## config.mk

```make
export PLATFORM = sky130hd
export DESIGN_NAME = cyrillic_codepage_to_utf8_unit
export DESIGN_NICKNAME = d
export VERILOG_FILES = /design/src/hdl/cpc_pkg.sv /design/src/hdl/cyrillic_codepage_to_utf8_unit.sv /design/src/hdl/cpc_map.sv /design/src/hdl/cpc_ser.sv
export SDC_FILE = /design/constraint.sdc
export NUM_CORES = 1
export LEC_CHECK = 0
export BUFFER_PORTS_ARGS = -buffer_cell sky130_fd_sc_hd__buf_2
export CAP_MARGIN = 10
export CELL_PAD_IN_SITES_DETAIL_PLACEMENT = 1
export CELL_PAD_IN_SITES_GLOBAL_PLACEMENT = 1
export CORE_AREA = 2 2 109 111
export DETAILED_ROUTE_END_ITERATION = 16
export DIE_AREA = 0 0 111 113
export PLACE_DENSITY = 0.75
export SLEW_MARGIN = 20
export SYNTH_ARGS = -nofsm -noshare
export SYNTH_HDL_FRONTEND = slang
export SYNTH_SLANG_ARGS = --single-unit
```

## constraint.sdc

```tcl
create_clock -name i_clk -period 3.37 [get_ports i_clk]
set_input_delay 0.674 -clock i_clk [delete_from_list [all_inputs] [get_ports i_clk]]
set_output_delay 0.674 -clock i_clk [all_outputs]
set_load 0.01 [all_outputs]
```

## src/hdl/cpc_pkg.sv

```systemverilog
// Package for the Cyrillic code page to UTF-8 unit: types, code page codes, mapping tables.
`default_nettype none
package cpc_pkg;

    localparam int unsigned SEQ_MAX = 3;

    typedef enum logic [1:0] {
        CP_WIN1251  = 2'd0,
        CP_ISO88595 = 2'd1,
        CP_KOI8R    = 2'd2,
        CP_LATIN1   = 2'd3
    } t_codepage;

    // One encoded character: bytes[0] goes out first, count is 1 to 3.
    typedef struct packed {
        logic [SEQ_MAX-1:0][7:0] bytes;
        logic [1:0]              count;
    } t_utf8_seq;

    localparam logic [15:0] WIN1251_HI [64] = '{
        16'h0402, 16'h0403, 16'h201A, 16'h0453, 16'h201E, 16'h2026, 16'h2020, 16'h2021,
        16'h20AC, 16'h2030, 16'h0409, 16'h2039, 16'h040A, 16'h040C, 16'h040B, 16'h040F,
        16'h0452, 16'h2018, 16'h2019, 16'h201C, 16'h201D, 16'h2022, 16'h2013, 16'h2014,
        16'hFFFF, 16'h2122, 16'h0459, 16'h203A, 16'h045A, 16'h045C, 16'h045B, 16'h045F,
        16'h00A0, 16'h040E, 16'h045E, 16'h0408, 16'h00A4, 16'h0490, 16'h00A6, 16'h00A7,
        16'h0401, 16'h00A9, 16'h0404, 16'h00AB, 16'h00AC, 16'h00AD, 16'h00AE, 16'h0407,
        16'h00B0, 16'h00B1, 16'h0406, 16'h0456, 16'h0491, 16'h00B5, 16'h00B6, 16'h00B7,
        16'h0451, 16'h2116, 16'h0454, 16'h00BB, 16'h0458, 16'h0405, 16'h0455, 16'h0457
    };

    localparam logic [15:0] KOI8R_HI [128] = '{
        16'h2500, 16'h2502, 16'h250C, 16'h2510, 16'h2514, 16'h2518, 16'h251C, 16'h2524,
        16'h252C, 16'h2534, 16'h253C, 16'h2580, 16'h2584, 16'h2588, 16'h258C, 16'h2590,
        16'h2591, 16'h2592, 16'h2593, 16'h2320, 16'h25A0, 16'h2219, 16'h221A, 16'h2248,
        16'h2264, 16'h2265, 16'h00A0, 16'h2321, 16'h00B0, 16'h00B2, 16'h00B7, 16'h00F7,
        16'h2550, 16'h2551, 16'h2552, 16'h0451, 16'h2553, 16'h2554, 16'h2555, 16'h2556,
        16'h2557, 16'h2558, 16'h2559, 16'h255A, 16'h255B, 16'h255C, 16'h255D, 16'h255E,
        16'h255F, 16'h2560, 16'h2561, 16'h0401, 16'h2562, 16'h2563, 16'h2564, 16'h2565,
        16'h2566, 16'h2567, 16'h2568, 16'h2569, 16'h256A, 16'h256B, 16'h256C, 16'h00A9,
        16'h044E, 16'h0430, 16'h0431, 16'h0446, 16'h0434, 16'h0435, 16'h0444, 16'h0433,
        16'h0445, 16'h0438, 16'h0439, 16'h043A, 16'h043B, 16'h043C, 16'h043D, 16'h043E,
        16'h043F, 16'h044F, 16'h0440, 16'h0441, 16'h0442, 16'h0443, 16'h0436, 16'h0432,
        16'h044C, 16'h044B, 16'h0437, 16'h0448, 16'h044D, 16'h0449, 16'h0447, 16'h044A,
        16'h042E, 16'h0410, 16'h0411, 16'h0426, 16'h0414, 16'h0415, 16'h0424, 16'h0413,
        16'h0425, 16'h0418, 16'h0419, 16'h041A, 16'h041B, 16'h041C, 16'h041D, 16'h041E,
        16'h041F, 16'h042F, 16'h0420, 16'h0421, 16'h0422, 16'h0423, 16'h0416, 16'h0412,
        16'h042C, 16'h042B, 16'h0417, 16'h0428, 16'h042D, 16'h0429, 16'h0427, 16'h042A
    };

endpackage
`default_nettype wire

```

## src/hdl/cyrillic_codepage_to_utf8_unit.sv

```systemverilog
// Top level of the Cyrillic code page to UTF-8 unit.
`default_nettype none
// Converts one byte of windows-1251, ISO-8859-5 or KOI8-R text (chosen by
// i_cfg_wdata: 0, 1, 2; 3 reads the byte as ISO-8859-1) into its UTF-8 sequence
// of one to three beats on the output stream, tlast on the final beat. The
// input byte is registered, then mapped and encoded combinationally into the
// result register once that register is empty or its final beat is leaving.
// The output stream carries one byte per cycle while the output is ready,
// so a character occupies as many beats as its UTF-8 length; the input register
// can take the next byte while the previous character is still being sent, and
// with the output always ready there are no gaps between characters.
// Write the code page only while the unit is idle.
module cyrillic_codepage_to_utf8_unit
    import cpc_pkg::*;
(
    input  wire logic       i_clk,
    input  wire logic       i_rst_n,
    input  wire logic       i_cfg_wen,
    input  wire logic [1:0] i_cfg_wdata,      // codepage_select
    input  wire logic       i_s_axis_tvalid,
    output logic            o_s_axis_tready,
    input  wire logic [7:0] i_s_axis_tdata,   // src_byte[7:0]
    output logic            o_m_axis_tvalid,
    input  wire logic       i_m_axis_tready,
    output logic [7:0]      o_m_axis_tdata,   // utf8_byte[7:0]
    output logic            o_m_axis_tlast    // last_byte
);

    t_codepage  r_codepage;
    logic       r_in_valid;
    logic [7:0] r_in_byte;
    logic       can_load;
    logic       load;
    t_utf8_seq  seq;

    assign load            = r_in_valid && can_load;
    assign o_s_axis_tready = !r_in_valid || load;

    always_ff @(posedge i_clk) begin
        if (!i_rst_n) begin
            r_codepage <= CP_WIN1251;
        end else if (i_cfg_wen) begin
            r_codepage <= t_codepage'(i_cfg_wdata);
        end
    end

    always_ff @(posedge i_clk) begin
        if (!i_rst_n) begin
            r_in_valid <= 1'b0;
        end else if (i_s_axis_tvalid && o_s_axis_tready) begin
            r_in_valid <= 1'b1;
        end else if (load) begin
            r_in_valid <= 1'b0;
        end
    end

    always_ff @(posedge i_clk) begin
        if (i_s_axis_tvalid && o_s_axis_tready) begin
            r_in_byte <= i_s_axis_tdata;
        end
    end

    cpc_map u_map (
        .i_codepage (r_codepage),
        .i_byte     (r_in_byte),
        .o_seq      (seq)
    );

    cpc_ser u_ser (
        .i_clk           (i_clk),
        .i_rst_n         (i_rst_n),
        .i_load          (load),
        .i_seq           (seq),
        .o_can_load      (can_load),
        .o_m_axis_tvalid (o_m_axis_tvalid),
        .i_m_axis_tready (i_m_axis_tready),
        .o_m_axis_tdata  (o_m_axis_tdata),
        .o_m_axis_tlast  (o_m_axis_tlast)
    );

`ifndef SYNTH
    // A waiting byte moves into the result register as the final beat leaves.
    a_no_bubble: assert property (@(posedge i_clk) disable iff (!i_rst_n)
        (o_m_axis_tvalid && i_m_axis_tready && o_m_axis_tlast && r_in_valid)
        |=> o_m_axis_tvalid)
        else $error("output bubble with a byte pending");

    // Non-final beats are lead or continuation bytes.
    a_mid_byte: assert property (@(posedge i_clk) disable iff (!i_rst_n)
        (o_m_axis_tvalid && !o_m_axis_tlast)
        |-> (o_m_axis_tdata[7:6] == 2'b11 || o_m_axis_tdata[7:6] == 2'b10))
        else $error("bad non-final UTF-8 byte");

    // A sequence never ends on a lead byte.
    a_last_byte: assert property (@(posedge i_clk) disable iff (!i_rst_n)
        (o_m_axis_tvalid && o_m_axis_tlast) |-> (o_m_axis_tdata[7:6] != 2'b11))
        else $error("UTF-8 sequence ends on a lead byte");
`endif

endmodule
`default_nettype wire

```

## src/hdl/cpc_map.sv

```systemverilog
// Maps a code page byte to its code point and encodes that as a UTF-8 sequence.
`default_nettype none
module cpc_map
    import cpc_pkg::*;
(
    input  wire t_codepage  i_codepage,
    input  wire logic [7:0] i_byte,
    output t_utf8_seq       o_seq
);

    logic [15:0] cp;

    always_comb begin
        cp = {8'h00, i_byte};
        case (i_codepage)
            CP_WIN1251: begin
                if (i_byte[7:6] == 2'b11) begin
                    cp = 16'h0410 + {10'd0, i_byte[5:0]};
                end else if (i_byte[7]) begin
                    cp = WIN1251_HI[i_byte[5:0]];
                end
            end
            CP_ISO88595: begin
                if (i_byte == 8'hAD) begin
                    cp = 16'h00AD;
                end else if (i_byte == 8'hF0) begin
                    cp = 16'h2116;
                end else if (i_byte == 8'hFD) begin
                    cp = 16'h00A7;
                end else if (i_byte >= 8'hA1) begin
                    cp = 16'h0401 + {8'h00, i_byte} - 16'h00A1;
                end
            end
            CP_KOI8R: begin
                if (i_byte[7]) begin
                    cp = KOI8R_HI[i_byte[6:0]];
                end
            end
            default: begin
                cp = {8'h00, i_byte};
            end
        endcase
    end

    always_comb begin
        o_seq = '0;
        if (cp < 16'h0080) begin
            o_seq.count    = 2'd1;
            o_seq.bytes[0] = cp[7:0];
        end else if (cp < 16'h0800) begin
            o_seq.count    = 2'd2;
            o_seq.bytes[0] = {3'b110, cp[10:6]};
            o_seq.bytes[1] = {2'b10, cp[5:0]};
        end else begin
            o_seq.count    = 2'd3;
            o_seq.bytes[0] = {4'b1110, cp[15:12]};
            o_seq.bytes[1] = {2'b10, cp[11:6]};
            o_seq.bytes[2] = {2'b10, cp[5:0]};
        end
    end

endmodule
`default_nettype wire

```

## src/hdl/cpc_ser.sv

```systemverilog
// Result register: holds one encoded character and shifts its bytes out one beat at a time.
`default_nettype none
module cpc_ser
    import cpc_pkg::*;
(
    input  wire logic       i_clk,
    input  wire logic       i_rst_n,
    input  wire logic       i_load,
    input  wire t_utf8_seq  i_seq,
    output logic            o_can_load,
    output logic            o_m_axis_tvalid,
    input  wire logic       i_m_axis_tready,
    output logic [7:0]      o_m_axis_tdata,   // utf8_byte[7:0]
    output logic            o_m_axis_tlast    // last_byte
);

    logic [SEQ_MAX-1:0][7:0] r_bytes;
    logic [1:0]              r_cnt;
    logic                    take;

    assign take            = o_m_axis_tvalid && i_m_axis_tready;
    assign o_m_axis_tvalid = (r_cnt != 2'd0);
    assign o_m_axis_tdata  = r_bytes[0];
    assign o_m_axis_tlast  = (r_cnt == 2'd1);
    // Empty, or the final beat leaves this cycle.
    assign o_can_load      = (r_cnt == 2'd0) || (o_m_axis_tlast && i_m_axis_tready);

    always_ff @(posedge i_clk) begin
        if (!i_rst_n) begin
            r_cnt <= 2'd0;
        end else if (i_load) begin
            r_cnt <= i_seq.count;
        end else if (take) begin
            r_cnt <= r_cnt - 2'd1;
        end
    end

    always_ff @(posedge i_clk) begin
        if (i_load) begin
            r_bytes <= i_seq.bytes;
        end else if (take) begin
            r_bytes <= {8'h00, r_bytes[SEQ_MAX-1:1]};
        end
    end

endmodule
`default_nettype wire
```

==> impl_metrics.json, run 1 <==
{
  "placed_cells": 773,
  "setup_viol": 0,
  "yosysUniqueCellTypes": 83,
  "drc": 0,
  "synth_fp_nets": 648,
  "grt_pass1_wl_microns": 30530,
  "synth.avg_cell_area_sq_um": 7.818,
  "leakage_nw": 2.113,
  "pre_cts_slack_ns": 0.02247,
  "clk_latency_ns": 0.29,
  "ys.flop_type": "edfxtp_1",
  "gp_congestion": 1.030,
  "grt_max_degree": 44,
  "critPathCapture": "u_ser.r_bytes[13]",
  "power.density_nw_per_um2": 520.1,
  "port-buffer-count": 25,
  "yosysWarnings": 0,
  "layout_common_cells": "buf_4 (61), nand2_1 (53), nor2_1 (52)",
  "clk_pin_slew_ns": 0.06,
  "grtUsageTotal": 0.3111,
  "crit_arrival_ns": 3.45,
  "fin_crit_sh": 0.9901,
  "r2r_start": "r_in_byte[3]",
  "die_x_microns": 111,
  "critPathLaunch": "r_in_byte[3]",
  "die_height_microns": 113,
  "worst_ep_required_time_ns": 3.48,
  "max-clock-path-buffers": 2,
  "rr_worst_depth": 10,
  "worst_pin_slew_ns": 0.8920,
  "finalWirelength_microns": 19850,
  "crit_fanout": 43,
  "status": "complete, no violations",
  "die_area_sq_um": 12540,
  "grt_pass1_vias": 5328,
  "register_area_sq_um": 1001,
  "ys_ff_latch": 35,
  "cp-end-kind": "register",
  "max_freq_mhz": 299.7,
  "startpoint_type": "register",
  "start_util": 0.4210,
  "syn_inst": 607,
  "slowest_delay_ns": 0.58,
  "nets": 679,
  "vias_per_cell": 6.758,
  "cts_max_level": 2,
  "fin_crit_ns": 3.337,
  "yosysSeqAreaShare": 0.2109,
  "wl_per_cell_microns": 25.38,
  "antenna-diode-count": 0,
  "dp_hpwl_microns": 14930,
  "cts_tree": "yes",
  "r2r_setup_slack_ns": 0.03,
  "ctsHoldBuffers": 0,
  "synth-edff-count": 30,
  "worst_hold_path_type": "register to register",
  "synth_top_area_share": 0.1898,
  "io_pins": 26,
  "crit_type": "register to register",
  "final_common_cell": "buf_4",
  "cap_violations": 0,
  "rr_endpoint": "u_ser.r_bytes[13]",
  "drt_iter0_drc": 589,
  "fin_ws_ns": 0.03332,
  "fp-row-count": 39,
  "multi_input_area_sq_um": 3400,
  "path_cells": "buf_12, buf_4, nand2b_1, a21oi_1, o311ai_0, and3_1, nor3_1, a311oi_1, a21oi_1, a211oi_1",
  "globalRoute.totalOverflow": 0,
  "drive_gt1_frac": 0.2128,
  "core-area_sq_um": 11270,
  "num_vias": 5285,
  "slew_violations": 0,
  "antenna_found_initial": 0,
  "fin_cells": 782,
  "dr.pass1.iters": 5,
  "relSlewSlack": 0.4047,
  "yosys-top-cells-area": "edfxtp_1 (19%), ha_1 (6.9%), nand2_1 (4.3%)",
  "clock-root-buffer": "clkbuf_16",
  "fill_cells": 1391,
  "netlist.top_cell.by_area": "edfxtp_1",
  "ir_drop_uv": 435.5,
  "area_delta_synth_final_pct": 14.90,
  "rsz0062_at_grt": "false",
  "cts_buffers": 5,
  "antenna_left": 0,
  "cts.sinks": 35,
  "async_reset_ff_frac": 0,
  "syn-cell-area_sq_um": 4746,
  "critPathMostFrequentCell": "a21oi_1",
  "cpMaxStageDelayCell": "o311ai_0",
  "hold_viol": 0,
  "finalClockSkew_ns": 0.005147
}
[worst min-delay path by stage]
stage | from | end | slack, ns | cells past startpoint
2_1_floorplan | u_ser.r_cnt[1] | u_ser.r_cnt[1] | 0.47 | 1
3_3_place_gp | u_ser.r_cnt[1] | u_ser.r_cnt[1] | 0.48 | 1
3_5_place_dp | u_ser.r_bytes[23] | u_ser.r_bytes[15] | 0.52 | 1
4_1_cts | u_ser.r_bytes[23] | u_ser.r_bytes[15] | 0.53 | 1
5_1_grt | i_s_axis_tdata[6] | r_in_byte[6] | 0.55 | 1
6_report | u_ser.r_bytes[23] | u_ser.r_bytes[15] | 0.53 | 1
[cells in the mapped netlist (9+ instances only)]
cell      number
clkbuf_1      21
nand2b_1      21
buf_2         21
o211ai_1      13
inv_1         19
nand2_1       54
nand3_1       12
a211oi_1      18
buf_4         16
nor2b_1       17
edfxtp_1      30
a31oi_1       12
o21ai_0       35
a21oi_1       37
nor3_1        16
ha_1          26
nor2_1        52
and3_1         9
mux2i_1       12
[layout make-up]
type | count | area share
clock inverters | 3 | 0.008031
repair buffers | 88 | 0.1143
well taps | 143 | 0.03281
multi-input cells | 487 | 0.6235
inverters | 21 | 0.01492
clock buffers | 5 | 0.02295
flip-flops and latches | 35 | 0.1836
[stage by stage]
step            TNS (ns)    util  instance area [sq um]  hold WS (ns)  power (mW)
3_3_place_gp   -0.002962  0.4612                   5199        0.4817       2.186
4_1_cts                0  0.4764                   5370        0.5341       2.775
6_report               0  0.4837                   5453        0.5314       2.836
5_1_grt                0  0.4837                   5453        0.5530       2.990
2_1_floorplan          0       -                   4746        0.4689       1.747
3_5_place_dp           0  0.4612                   5199        0.5204       2.234
[where the power goes]
group	switching [mW]	internal [mW]	leakage, nW
sequential	0.0597	0.669	0.333
clock	0.187	0.349	0.0838
combinational	0.992	0.580	1.70
total	1.24	1.60	2.11
[sequential cells by signal (all words and copies together), names as in the netlist]
| register | count |
|---|---|
| u_ser.r_bytes | 14 |
| r_in_byte | 8 |
| u_ser.o_m_axis_tdata | 8 |
| r_codepage | 2 |
| u_ser.r_cnt | 2 |
| r_in_valid | 1 |
[worst max-delay path, delay by kind of cell (launching register included)]
kind | cells | cell delay [ns]
AO/OA/AOI/OAI | 5 | 1.58
AND/OR/NAND/NOR | 3 | 0.61
flip-flops | 1 | 0.38
buffers and inverters | 2 | 0.58
[metal layers]
| metal | vias to the layer above | share of wire | track usage |
|---|---|---|---|
| li1 | 2359 | - | - |
| met1 | 2545 | 0.42 | 0.4177 |
| met2 | 308 | 0.44 | 0.4888 |
| met3 | 73 | 0.091 | 0.06427 |
| met4 | 0 | 0.049 | 0.1325 |
| met5 | - | 0 | 0 |
[kinds of logic (layout without fill, tap and decap cells)]
logic type / count (synthesis) / count (layout) / share of synthesized area
DFF: 35 / 35 / 0.2109
adders and majority gates: 26 / 26 / 0.06855
buffers and inverters: 85 / 117 / 0.08859
xor gates and xnor gates: 10 / 10 / 0.02004
and+or+nand+nor: 222 / 222 / 0.2420
muxes: 16 / 16 / 0.04429
AOI/OAI and AO/OA: 213 / 213 / 0.3256
[repair_timing]
item                                    CTS  global route
endpoints found under the hold margin     0             0
resized for setup                         1            21
pin swaps                                 0             2
buffers inserted                          0             1
endpoints found under the setup margin    1            15
Power figures use the tool's default switching activity.
==> run 2: changes to the inputs <==
--- a/config.mk
+++ b/config.mk
@@ -5,14 +5,15 @@
 export SDC_FILE = /design/constraint.sdc
 export NUM_CORES = 1
 export LEC_CHECK = 0
+export ABC_AREA = 1
 export BUFFER_PORTS_ARGS = -buffer_cell sky130_fd_sc_hd__buf_2
 export CAP_MARGIN = 10
 export CELL_PAD_IN_SITES_DETAIL_PLACEMENT = 1
 export CELL_PAD_IN_SITES_GLOBAL_PLACEMENT = 1
-export CORE_AREA = 2 2 109 111
+export CORE_AREA = 2 2 77 134
 export DETAILED_ROUTE_END_ITERATION = 16
-export DIE_AREA = 0 0 111 113
-export PLACE_DENSITY = 0.75
+export DIE_AREA = 0 0 79 136
+export PLACE_DENSITY = 0.78
 export SLEW_MARGIN = 20
 export SYNTH_ARGS = -nofsm -noshare
 export SYNTH_HDL_FRONTEND = slang
==> constraint.sdc (replaced) <==
create_clock -name i_clk -period 3.5 [get_ports i_clk]
set_input_delay 0.7 -clock i_clk [delete_from_list [all_inputs] [get_ports i_clk]]
set_output_delay 0.7 -clock i_clk [all_outputs]
set_load 0.01 [all_outputs]
==> impl_metrics.json, run 2 <==
{
  "crit_type": "register to register",
  "drc": 0,
  "max_freq_mhz": 295.7,
  "slew_violations": 0,
  "synth_fp_nets": 718,
  "clk_latency_ns": 0.30,
  "finalClockSkew_ns": 0.004353,
  "die_height_microns": 136,
  "synth_most_common_cell": "nand2_1",
  "worst_pin_slew_ns": 1.008,
  "stdcell_area_sq_um": 4697,
  "vias_per_cell": 6.228,
  "async_reset_ff_frac": 0,
  "synthTopCellsByCount": "nand2_1 (206), nand3_1 (68), nor2_1 (57), o21ai_0 (56), inv_1 (53)",
  "grt_pass1_wl_microns": 31560,
  "setup_viol": 0,
  "cts_max_level": 2,
  "rsz0062_at_grt": "false",
  "syn-cell-area_sq_um": 4182,
  "wl_per_cell_microns": 25.02,
  "cap_violations": 0,
  "fin_ws_ns": 0.1184,
  "fin_crit_sh": 0.9662,
  "clock-root-buffer": "clkbuf_16",
  "worst_ep_required_time_ns": 3.54,
  "port-buffer-count": 25,
  "gp_congestion": 1.080,
  "cts_buffers": 5,
  "slowest_delay_ns": 0.50,
  "crit_arrival_ns": 3.42,
  "post-cts-setup-buffer-count": 0,
  "gr-usage-met1": 0.3847,
  "largest_register_ffs": 14,
  "netlist.top_cell.by_area": "edfxtp_1",
  "die_x_microns": 79,
  "drt_iter0_drc": 365,
  "hold_viol": 0,
  "start_util": 0.4298,
  "cts_tree": "yes",
  "final_common_cell": "nand2_1",
  "busiest_layer": "met2",
  "dr.pass1.iters": 5,
  "dp_hpwl_microns": 16500,
  "synth.avg_cell_area_sq_um": 6.177,
  "path_cells": "inv_2, ha_1, inv_1, nand2_1, a21oi_1, o21ai_0, o21ai_0, o21ai_0, nand2_1, nand3_1, o21ai_1, nor2_1, nor2_1, nand2_1",
  "pre_cts_slack_ns": 0.2481,
  "grt_pass1_vias": 5569,
  "area_delta_synth_final_pct": 12.33,
  "fin_crit_ns": 3.382,
  "fp-row-count": 48,
  "relSlewSlack": 0.3277,
  "antenna_found_initial": 0,
  "layout_common_cells": "nand2_1 (206), nand3_1 (68), nor2_1 (57)",
  "drive_gt1_frac": 0.1245,
  "cp-end-kind": "register",
  "yosysUniqueCellTypes": 43,
  "ir_drop_uv": 358.1,
  "ys_ff_latch": 35,
  "antenna_left": 0,
  "io_pins": 26,
  "cts_resized": 0,
  "met2_usage": 0.7137,
  "synth_top_area_share": 0.2154,
  "yosysWarnings": 0,
  "power.density_nw_per_um2": 568.9,
  "worst_hold_path_type": "register to register",
  "finalWirelength_microns": 20810,
  "synth-edff-count": 30,
  "yosys-top-cells-area": "edfxtp_1 (22%), nand2_1 (18%), nand3_1 (8.1%)",
  "grt_util_met3": 0.05179,
  "ys.flop_type": "edfxtp_1",
  "leakage_nw": 2.187,
  "cts.sinks": 35,
  "crit_fanout": 8,
  "core-area_sq_um": 9729,
  "setup-tns-final_ns": 0,
  "yosysSeqAreaShare": 0.2394,
  "place_area_sq_um": 4533,
  "ctsHoldBuffers": 0,
  "cpMaxStageDelayCell": "edfxtp_1",
  "clk_pin_slew_ns": 0.06,
  "globalRoute.totalOverflow": 0,
  "num_vias": 5182,
  "antenna-diode-count": 0,
  "max-clock-path-buffers": 2,
  "grtUsageTotal": 0.3977,
  "startpoint_type": "register",
  "largest-register": "u_ser.r_bytes",
  "syn_inst": 677,
  "nets": 747,
  "grt_max_degree": 30,
  "die_area_sq_um": 10740,
  "status": "complete, no violations"
}
run 2: changes by cell type after synthesis, moves of 10 or more:
cell / change
a211oi_1: -18
a21oi_1: +10
buf_2: -10
inv_1: +34
mux2i_1: -12
nand2_1: +152
nand2b_1: -21
nand3_1: +56
nor2b_1: -17
nor3_1: -12
o21ai_0: +21
o21ai_1: +11
run 2: critical path, delay by kind of cell, from the launching register on:
kind            cells  cell delay [ns]
simple gates        6             0.79
flops               1             0.50
buf+inv             2             0.48
fa+ha+maj           1             0.37
compound gates      5             0.96
run 2: path summary, 6_finish.rpt:
kind                     startpoint                 endpoint  slack (ns)  cells past startpoint
setup reg to reg       r_in_byte[0]  u_ser.o_m_axis_tdata[1]        0.12                     14
hold / removal    u_ser.r_bytes[10]  u_ser.o_m_axis_tdata[2]        0.53                      2
hold reg to reg   u_ser.r_bytes[10]  u_ser.o_m_axis_tdata[2]        0.53                      2
setup / recovery       r_in_byte[0]  u_ser.o_m_axis_tdata[1]        0.12                     14
run 2: power by group:
part | total, mW | switching (mW) | internal [mW]
Combinational | 1.38 | 0.965 | 0.412
Clock | 0.523 | 0.190 | 0.332
Sequential | 0.772 | 0.0762 | 0.695
run 2: kinds of logic (layout without fill, tap and decap cells):
kind of cell	count (synthesis)	after routing	share of synthesized area
simple gates	362	362	0.3704
compound gates	154	154	0.2074
buf+inv	99	129	0.1011
flops	35	35	0.2394
fa+ha+maj	26	26	0.07780
xor+xnor	1	1	0.003891
run 2: per-stage QoR:
step	hold WS [ns]	cells	power [mW]	utilization
after CTS	0.5374	832	2.635	0.4828
after detailed placement	0.5238	824	2.118	0.4659
after global placement	0.5063	824	2.065	0.4659
final	0.5300	832	2.672	0.4828
after floorplan	0.4944	677	1.656	-
after global routing	0.5448	832	2.804	0.4828
run 2: per-layer routing:
metal | part of all wire | vias up
met5 | 0 | -
met4 | 0.11 | 0
met3 | 0.046 | 134
met2 | 0.51 | 254
met1 | 0.34 | 2457
li1 | - | 2337
run 2: layout make-up:
class                      instances  area [sq um]
clock inverter                     3         38.79
inverter                          64         240.2
multi-input combinational        543          2758
fill                            1393          5032
timing repair buffer              57         377.9
clock buffer                       5         125.1
sequential                        35          1001
tap                              125         156.4
==> run 3: changes to the inputs <==
--- a/config.mk
+++ b/config.mk
@@ -6,7 +6,7 @@
 export NUM_CORES = 1
 export LEC_CHECK = 0
 export ABC_AREA = 1
-export BUFFER_PORTS_ARGS = -buffer_cell sky130_fd_sc_hd__buf_2
+export BUFFER_PORTS_ARGS = -buffer_cell sky130_fd_sc_hd__buf_4
 export CAP_MARGIN = 10
 export CELL_PAD_IN_SITES_DETAIL_PLACEMENT = 1
 export CELL_PAD_IN_SITES_GLOBAL_PLACEMENT = 1
==> constraint.sdc (replaced) <==
create_clock -name i_clk -period 3.5 [get_ports i_clk]
set_input_delay 0.7 -clock i_clk [delete_from_list [all_inputs] [get_ports i_clk]]
set_output_delay 0.7 -clock i_clk [all_outputs]
set_load 0.05 [all_outputs]
==> impl_metrics.json, run 3 (synthesis gave the netlist of run 2 again) <==
{
  "status": "complete, no violations",
  "ctsHoldBuffers": 0,
  "min_path_cells": 2,
  "clk_latency_ns": 0.28,
  "post-cts-setup-buffer-count": 0,
  "finalWirelength_microns": 20850,
  "finalClockSkew_ns": 0.007011,
  "start_util": 0.4298,
  "largest_register_ffs": 14,
  "worst_hold_path_type": "register to register",
  "antenna_found_initial": 0,
  "worst_ep_required_time_ns": 3.61,
  "layout_common_cells": "nand2_1 (206), nand3_1 (68), nor2_1 (57)",
  "max_freq_mhz": 301.5,
  "cts_resized": 0,
  "power.density_nw_per_um2": 612.8,
  "setup_viol": 0,
  "worst_pin_slew_ns": 1.040,
  "io_pins": 26,
  "globalRoute.totalOverflow": 0,
  "grt_max_degree": 31,
  "cts.sinks": 35,
  "drc": 0,
  "fin_crit_ns": 3.317,
  "critPathLaunch": "r_in_byte[0]",
  "leakage_nw": 2.213,
  "crit_arrival_ns": 3.43,
  "nets": 747,
  "die_height_microns": 136,
  "critPathCapture": "u_ser.r_bytes[13]",
  "fin_ws_ns": 0.1831,
  "cap_violations": 0,
  "clk_pin_slew_ns": 0.06,
  "antenna-diode-count": 0,
  "dr.pass1.iters": 5,
  "fp-row-count": 48,
  "wl_per_cell_microns": 25.06,
  "grt_pass1_vias": 5610,
  "crit_type": "register to register",
  "gp_congestion": 1.068,
  "area_delta_synth_final_pct": 14.12,
  "drt_iter0_drc": 369,
  "pre_cts_slack_ns": 0.2648,
  "relSlewSlack": 0.3064,
  "rr_worst_depth": 17,
  "grtUsageTotal": 0.4004,
  "drive_gt1_frac": 0.1245,
  "startpoint_type": "register",
  "ir_drop_uv": 355.1,
  "clock-root-buffer": "clkbuf_16",
  "core-area_sq_um": 9729,
  "port-buffer-count": 25,
  "fin_crit_sh": 0.9477,
  "rr_endpoint": "u_ser.r_bytes[13]",
  "cts_tree": "yes",
  "rsz0062_at_grt": "false",
  "die_x_microns": 79,
  "setup-tns-final_ns": 0,
  "slew_violations": 0,
  "max-clock-path-buffers": 2,
  "r2r_start": "r_in_byte[0]",
  "die_area_sq_um": 10740,
  "r2r_setup_slack_ns": 0.18,
  "hold_viol": 0,
  "grt_pass1_wl_microns": 32080,
  "vias_per_cell": 6.311,
  "cp-end-kind": "register",
  "antenna_left": 0,
  "cts_buffers": 5,
  "dp_hpwl_microns": 16240,
  "cts_max_level": 2,
  "num_vias": 5251,
  "largest-register": "u_ser.r_bytes",
  "final_common_cell": "nand2_1",
  "crit_fanout": 12
}
run 3: cell count changes in the layout (fill, tap and decap cells not counted):
cell and delta:
buf_2 -25, buf_4 +24, buf_12 +1
run 3: where the power goes:
group,switching (mW),internal (mW)
registers,0.0743,0.696
logic,1.19,0.461
clock network,0.176,0.332
run 3: through the flow:
step           instances  utilization  power, mW  hold slack (ns)  area (sq um)
2_1_floorplan        677            -      1.864           0.4944          4182
3_3_place_gp         822       0.4721      2.307           0.5092          4593
3_5_place_dp         822       0.4721      2.364           0.5233          4593
4_1_cts              830       0.4889      2.878           0.5404          4757
5_1_grt              832       0.4905      3.056           0.5662          4772
6_report             832       0.4905      2.924           0.5392          4772
run 3: layout make-up:
| class | count | area, sq um |
|---|---|---|
| clock buffers | 5 | 125.1 |
| clock inverters | 3 | 38.79 |
| fillers | 1350 | 4957 |
| inverters | 64 | 240.2 |
| multi-input cells | 543 | 2758 |
| flip-flops and latches | 35 | 1001 |
| well taps | 125 | 156.4 |
| repair buffers | 57 | 452.9 |
run 3: worst min-delay path by stage:
stage / startpoint / end / slack (ns)
6_report: u_ser.r_bytes[15] / u_ser.o_m_axis_tdata[7] / 0.54
5_1_grt: u_ser.r_bytes[13] / u_ser.o_m_axis_tdata[5] / 0.57
4_1_cts: u_ser.r_bytes[15] / u_ser.o_m_axis_tdata[7] / 0.54
3_5_place_dp: u_ser.r_bytes[15] / u_ser.o_m_axis_tdata[7] / 0.52
3_3_place_gp: r_in_valid / r_in_valid / 0.51
2_1_floorplan: u_ser.r_bytes[8] / u_ser.o_m_axis_tdata[0] / 0.49
run 3: layer usage:
metal  up-vias  part of all wire  GRT usage
met2       278              0.50     0.7180
met1      2506              0.34     0.4065
li1       2340                 -          -
met5         -                 0          0
met4         0             0.094     0.3228
met3       127             0.058    0.04980
run 3: critical path, stage by stage, from the launching register on:
cell	delay [ns]
edfxtp_1	0.53
inv_2	0.26
ha_1	0.36
inv_1	0.22
nand2_1	0.26
buf_4	0.17
nand2_1	0.19
nand2_1	0.13
o2111ai_1	0.15
a21oi_1	0.22
nand2_1	0.09
nand2_1	0.06
nand2_1	0.05
nand2_1	0.06
nand2_1	0.07
nand2_1	0.10
nand2_1	0.07
o21ai_1	0.17
